[config.mk]
export PLATFORM = sky130hd
export DESIGN_NAME = mmpd_regs
export DESIGN_NICKNAME = d
export VERILOG_FILES = /design/src/hdl/mmpd_pkg.sv /design/src/hdl/mmpd_regs.sv
export SDC_FILE = /design/constraint.sdc
export NUM_CORES = 1
export LEC_CHECK = 0
export ABC_AREA = 1
export CORE_MARGIN = 8
export CORE_UTILIZATION = 25
export CTS_CLUSTER_DIAMETER = 30
export CTS_CLUSTER_SIZE = 14
export DETAILED_ROUTE_END_ITERATION = 10
export DONT_BUFFER_PORTS = 1
export PLACE_DENSITY = 0.35
export SYNTH_ARGS = -nofsm -noshare
export SYNTH_HDL_FRONTEND = slang
export SYNTH_SLANG_ARGS = --single-unit
[constraint.sdc]
create_clock -name clk -period 4.4 [get_ports clk]
set_input_delay 1.1 -clock clk [delete_from_list [all_inputs] [get_ports clk]]
set_output_delay 1.1 -clock clk [all_outputs]
set_load 0.05 [all_outputs]
[src/hdl/mmpd_pkg.sv]
// ----------------------------------------------------------------------------
// mmpd_pkg
// Types, constants and arithmetic helpers shared by the PID drive modules.
// ----------------------------------------------------------------------------
package mmpd_pkg;

  localparam int MotorsDefault = 8;
  localparam int MotorW        = 3;
  localparam int AddrW         = 5;

  // register indexes
  localparam logic [2:0] RegPosKp    = 3'd0;
  localparam logic [2:0] RegPosKi    = 3'd1;
  localparam logic [2:0] RegPosKd    = 3'd2;
  localparam logic [2:0] RegVelKp    = 3'd3;
  localparam logic [2:0] RegVelKi    = 3'd4;
  localparam logic [2:0] RegVelKd    = 3'd5;
  localparam logic [2:0] RegPwmBound = 3'd6;
  localparam logic [2:0] RegSlewStep = 3'd7;

  localparam logic signed [63:0] SpdLimit = 64'sd4117748;

  // per-motor state word
  typedef struct packed {
    logic signed [47:0] pos_err_sum;
    logic signed [31:0] vel_err_prev;
    logic signed [47:0] vel_err_sum;
    logic signed [31:0] drive_prev;
  } mmpd_state_t;

  // configuration bundle
  typedef struct packed {
    logic signed [31:0] pos_kp;
    logic signed [31:0] pos_ki;
    logic signed [31:0] pos_kd;
    logic signed [31:0] vel_kp;
    logic signed [31:0] vel_ki;
    logic signed [31:0] vel_kd;
    logic [30:0]        pwm_bound;
    logic [30:0]        slew_step;
  } mmpd_cfg_t;

  function automatic logic signed [31:0] tq_p(input logic [2:0] t);
    case (t)
      3'd0, 3'd1, 3'd2: tq_p = 32'sd65536;
      3'd3, 3'd4:       tq_p = 32'sd78643200;
      3'd5, 3'd6:       tq_p = 32'sd131072000;
      default:          tq_p = 32'sd0;
    endcase
  endfunction

  function automatic logic signed [31:0] tq_i(input logic [2:0] t);
    case (t)
      3'd0, 3'd1, 3'd2: tq_i = 32'sd66;
      3'd3, 3'd4:       tq_i = 32'sd65536;
      3'd5, 3'd6:       tq_i = 32'sd655360;
      default:          tq_i = 32'sd0;
    endcase
  endfunction

  function automatic logic signed [31:0] tq_d(input logic [2:0] t);
    case (t)
      3'd0, 3'd1, 3'd2: tq_d = 32'sd262144;
      3'd3, 3'd4:       tq_d = 32'sd2621440;
      3'd5, 3'd6:       tq_d = 32'sd655360;
      default:          tq_d = 32'sd131072;
    endcase
  endfunction

  function automatic logic signed [63:0] sat64(input logic signed [63:0] v,
                                              input int bits);
    logic signed [63:0] hi;
    logic signed [63:0] lo;
    hi = (64'sd1 <<< (bits - 1)) - 64'sd1;
    lo = -hi - 64'sd1;
    if (v > hi) sat64 = hi;
    else if (v < lo) sat64 = lo;
    else sat64 = v;
  endfunction

endpackage

[src/hdl/mmpd_regs.sv]
// ----------------------------------------------------------------------------
// mmpd_regs
// APB configuration register file for gains, clamp and slew step.
// ----------------------------------------------------------------------------
module mmpd_regs (
  input  logic                     clk,
  input  logic                     rst,
  input  logic                     psel,
  input  logic                     penable,
  input  logic                     pwrite,
  input  logic [mmpd_pkg::AddrW-1:0] paddr,
  input  logic [31:0]              pwdata,
  output logic [31:0]              prdata,
  output mmpd_pkg::mmpd_cfg_t      cfg
);
  import mmpd_pkg::*;

  logic [2:0] idx;
  assign idx = paddr[4:2];

  // write on access phase
  always_ff @(posedge clk) begin
    if (rst) begin
      cfg.pos_kp    <= 32'sd196608;
      cfg.pos_ki    <= 32'sd0;
      cfg.pos_kd    <= 32'sd32768;
      cfg.vel_kp    <= 32'sd6554;
      cfg.vel_ki    <= 32'sd0;
      cfg.vel_kd    <= 32'sd19661;
      cfg.pwm_bound <= 31'd6553600;
      cfg.slew_step <= 31'd65536;
    end else if (psel && penable && pwrite) begin
      case (idx)
        RegPosKp:    cfg.pos_kp    <= pwdata;
        RegPosKi:    cfg.pos_ki    <= pwdata;
        RegPosKd:    cfg.pos_kd    <= pwdata;
        RegVelKp:    cfg.vel_kp    <= pwdata;
        RegVelKi:    cfg.vel_ki    <= pwdata;
        RegVelKd:    cfg.vel_kd    <= pwdata;
        RegPwmBound: cfg.pwm_bound <= pwdata[30:0];
        RegSlewStep: cfg.slew_step <= pwdata[30:0];
        default: ;
      endcase
    end
  end

  // read mux
  always_comb begin
    case (idx)
      RegPosKp:    prdata = cfg.pos_kp;
      RegPosKi:    prdata = cfg.pos_ki;
      RegPosKd:    prdata = cfg.pos_kd;
      RegVelKp:    prdata = cfg.vel_kp;
      RegVelKi:    prdata = cfg.vel_ki;
      RegVelKd:    prdata = cfg.vel_kd;
      RegPwmBound: prdata = {1'b0, cfg.pwm_bound};
      RegSlewStep: prdata = {1'b0, cfg.slew_step};
      default:     prdata = '0;
    endcase
  end
endmodule

* Word-level counts from Yosys, hierarchy flattened
Cells that the tools add are included.
Operators by class: equality and inequality tests 7, mux-type cells 1, reduce and logical (&&, ||, !) cells 11
Operator list (number):
- $pmux W32 S8 | 1
- $reduce_and A2 Y1 | 8
- $eq A3 B3 Y1 const B | 4
- $eq A3 B2 Y1 const B | 2
- $eq A3 B1 Y1 const B | 1
- $logic_not A3 Y1 | 1
- $logic_and A1 B1 Y1 | 2
Word-level totals: bits in registers 254, bits of input ports 42, output and inout bits 286, logic and storage cells 27

* Logic depth before layout (Yosys ltp)
depth in word-level cells 3, gate-level depth with buffers 9

* Worst setup path before layout
No wires, ideal clock.
path type in2out, start input port paddr[4] (netlist bit), end output port prdata[0], arrival 2.308 ns, data required time 3.300 ns, setup slack 0.992 ns, stages on the path 9, buffers on the path 3, cell sequence buf_2 inv_4 nor2_2 buf_4 buf_4 nand2_1 nand2_1 nor2_1 nand3_1
On the way: longest elaborated chain between the ends 2, elaborated cells between the ends (all ways) 9, those cells by class eq/ne (7); mux (1); reduce/logical (1)
Ends and longest elaborated chain:
- from (decl) | RTL line mmpd_regs.sv:11 | input logic [mmpd_pkg::AddrW-1:0] paddr,
- $eq A3 B3 Y1 (tied with other cells) | RTL line mmpd_regs.sv:49 | case (idx)
- $pmux W32 S8 (*) | RTL line mmpd_regs.sv:49
- to (decl) | RTL line mmpd_regs.sv:13 | output logic [31:0] prdata,
Every way passes the cells marked *; elsewhere a longest branch is shown, timed or not.

* Final worst setup path
start input port paddr[2] (netlist bit), end output port prdata[13]
Same word-level chain as after synthesis.

==> results.txt <==
Status: complete, no violations
Data arrival at the endpoint of the critical path: 2770 ps
FF-to-FF path depth: 2
Fin worst setup slack: 526 ps
Top reg by flops: cfg
Fmax: 258 MHz
Final hold violations: 0
Ratio of cells with drive above 1 in the final layout: 0.131
Share of the clock period used by the worst path after layout: 0.881
Register share of total power: 0.279
Top-area cell type share of the netlist area: 0.442
MaxCap Viol Count: 0
Insertion delay to the later sink of the worst-skew pair: 600 ps
Shortest clock period the worst path allows after layout: 3870 ps
H-tree levels: 3
Routability-driven placement congestion ratio: 0.824
Routed wire length: 58700 µm
Highest-count cells in the layout ignoring fill and taps: sky130_fd_sc_hd__nor2_1 (497), sky130_fd_sc_hd__dfxtp_1 (254), sky130_fd_sc_hd__o21ai_0 (207), sky130_fd_sc_hd__nand2_1 (200), sky130_fd_sc_hd__nand4_1 (127)
Overflow left after global routing: 0
Total negative slack: 0 ps
Worst-case vdd ir drop: 0.290 mV
Overall die width: 231 µm
Nets@finish: 1716
Power density over the cells: 580 mW/mm²
Die Height: 231 µm
IO Pins: 328
Count of nets left with antenna violations after detail routing: 0
Post-DP HPWL: 38100 µm
Inserted Clock Buffers: 92
Clock Path Buffers: 3
Cell accounting for the most synthesized area: sky130_fd_sc_hd__dfxtp_1
Pin count of the biggest net entering global routing: 102
Worst Setup Start Kind: primary input
Port Buf Inserts: 0
Endpoint of the worst register-to-register path: cfg[94]
Nature of the critical path endpoint: output pin
Clock power frac: 0.684
Number of setup buffers added after CTS: 0
Worst Path Max Fanout: 100
P&R area growth vs syn: 33.5%
Post-route clock skew: 0 ps
Post-synthesis net count: 1736
Number of antenna violations at the first check in global routing: 1
Hold Path Sink: cfg[129]
Netlist cell types: 24
Worst r2r src: cfg[94]
Hold_ws: 623 ps
CTS sink cnt: 254
CP required: 3300 ps
Mean instance size in the synthesized netlist: 6.79 µm²
Count of final max-slew check failures: 0
Mean number of vias per cell: 5.10
Instance count of the mapped netlist: 1694
Vias in the first global route: 11100
Worst min-delay path category: primary input to register
Initial Util: 0.253
First-pass iteration count of the detailed router: 5
Yosys warns: 0
Clock Pin Slew Worst Setup and Hold Paths: 40 ps
Setup repair after global routing missed its margin: no
Flip-flop count of the largest register, all copies and words added: 254
Proportion of power drawn by combinational gates: 0.037
Actual slew at the worst max-slew pin: 900 ps
Final setup violating endpoints: 0
Fraction of the yosys area taken by sequential cells: 0.442
Minimum setup slack among reg-to-reg paths: 3290 ps
Commonest non-fill, non-tap cell in the layout: sky130_fd_sc_hd__nor2_1
Internal power: 6790 µW
Global-route wire length before repair: 84300 µm
Hold Path Stages: 2
Synthesis-stage register bit count: 254
Total GRT Usage: 0.211
Hold_sp: pwdata[3]
Hold Buf Count CTS: 0
Sw frac: 0.237
Crit Path Category: primary input to output pin
Vias after detailed routing: 12000
Mapped cell area: 0.0115 mm²
Die area: 0.0531 mm²
Number of rows created at floorplan: 78
Worst Setup SP: paddr[2]
Detailed Route Iter0 Violations: 1048
Leak pwr: 0.00656 µW
Power dissipated by switching net loads: 2110 µW
Worst slew slack as a fraction of its limit: 0.399
Average wire length per cell after detail routing: 25.0 µm
Floorplan core area: 0.0454 mm²
CTS tree: done
Clock Tree Root: sky130_fd_sc_hd__clkbuf_16
Post-Place Worst Slack: 630 ps
Main area contributors after synthesis: sky130_fd_sc_hd__dfxtp_1 (44%), sky130_fd_sc_hd__nor2_1 (16%), sky130_fd_sc_hd__o21ai_0 (9.0%)
Cells resized by post-CTS repair: 0
Regs by FF count: cfg x254
Drc violations: 0
-- through the flow --
step,power (µW),cells,instance area [µm²],util
global route,9190,2347,15400,0.338
floorplan,2760,1694,11500,-
finish,8910,2348,15400,0.338
CTS,9000,2347,15400,0.338
global placement,2850,2180,12400,0.272
detailed placement,2850,2180,12400,0.272
-- cell type report --
| type | count | area, µm² |
|---|---|---|
| Antenna cell | 1 | 2.50 |
| Clock buffer | 143 | 2850 |
| Clock inverter | 24 | 158 |
| Fill cell | 4873 | 30000 |
| Inverter | 46 | 183 |
| Multi-Input combinational cell | 1223 | 5480 |
| Sequential cell | 254 | 5080 |
| Tap cell | 600 | 751 |
| Timing Repair Buffer | 57 | 853 |
-- cells by family (layout without fill, tap and decap cells) --
logic type	after synthesis	in the layout	synth area share
other cells	0	1	0
simple gates	987	987	0.373
compound gates	236	236	0.103
flops	254	254	0.442
buf+inv	217	270	0.0820
-- synth_stat cells --
cell,n
sky130_fd_sc_hd__clkbuf_2,1
sky130_fd_sc_hd__nand2_1,200
sky130_fd_sc_hd__o21ai_0,207
sky130_fd_sc_hd__o211ai_1,3
sky130_fd_sc_hd__nand3_4,1
sky130_fd_sc_hd__buf_6,1
sky130_fd_sc_hd__nor2_4,2
sky130_fd_sc_hd__nor2_1,497
sky130_fd_sc_hd__clkbuf_1,68
sky130_fd_sc_hd__o21ai_1,26
sky130_fd_sc_hd__buf_2,74
sky130_fd_sc_hd__buf_1,21
sky130_fd_sc_hd__buf_4,6
sky130_fd_sc_hd__inv_1,38
sky130_fd_sc_hd__inv_2,6
sky130_fd_sc_hd__nand2_2,3
sky130_fd_sc_hd__inv_4,2
sky130_fd_sc_hd__dfxtp_1,254
sky130_fd_sc_hd__nor3_1,64
sky130_fd_sc_hd__nand3_2,2
sky130_fd_sc_hd__nand3_1,85
sky130_fd_sc_hd__nor2_8,1
sky130_fd_sc_hd__nand4_1,127
sky130_fd_sc_hd__nor2_2,5
-- power by group through the flow --
stage,combinational (µW),sequential (µW),clock [µW]
after CTS,331,2490,6190
after global placement,329,2520,0
after global routing,354,2490,6350
after floorplan,260,2500,0
after detailed placement,330,2520,0
final,329,2490,6090
-- worst max-delay path, cell delays in order --
cell                      delay, ps
sky130_fd_sc_hd__nand2_1        170
sky130_fd_sc_hd__nor2_2          40
sky130_fd_sc_hd__buf_4          220
sky130_fd_sc_hd__nand2_1         90
sky130_fd_sc_hd__nand2_1         50
sky130_fd_sc_hd__nor2_1         500
sky130_fd_sc_hd__nand3_1        240
sky130_fd_sc_hd__buf_12         220
-- routing by layer --
layer	up-vias	global-route usage	share of wire
met5	-	0	0
met4	0	0.0612	0.017
met3	61	0.0827	0.10
met2	508	0.304	0.43
met1	5809	0.288	0.45
li1	5601	-	-
-- how the worst max path moves through the flow --
| stage | endpoint | cells past startpoint |
|---|---|---|
| after global placement | prdata[17] | 7 |
| after global routing | prdata[13] | 7 |
| final | prdata[13] | 8 |
| after detailed placement | prdata[11] | 7 |
| after CTS | prdata[11] | 7 |
| after floorplan | prdata[0] | 9 |
No activity file was read; power rests on OpenSTA's default activity.
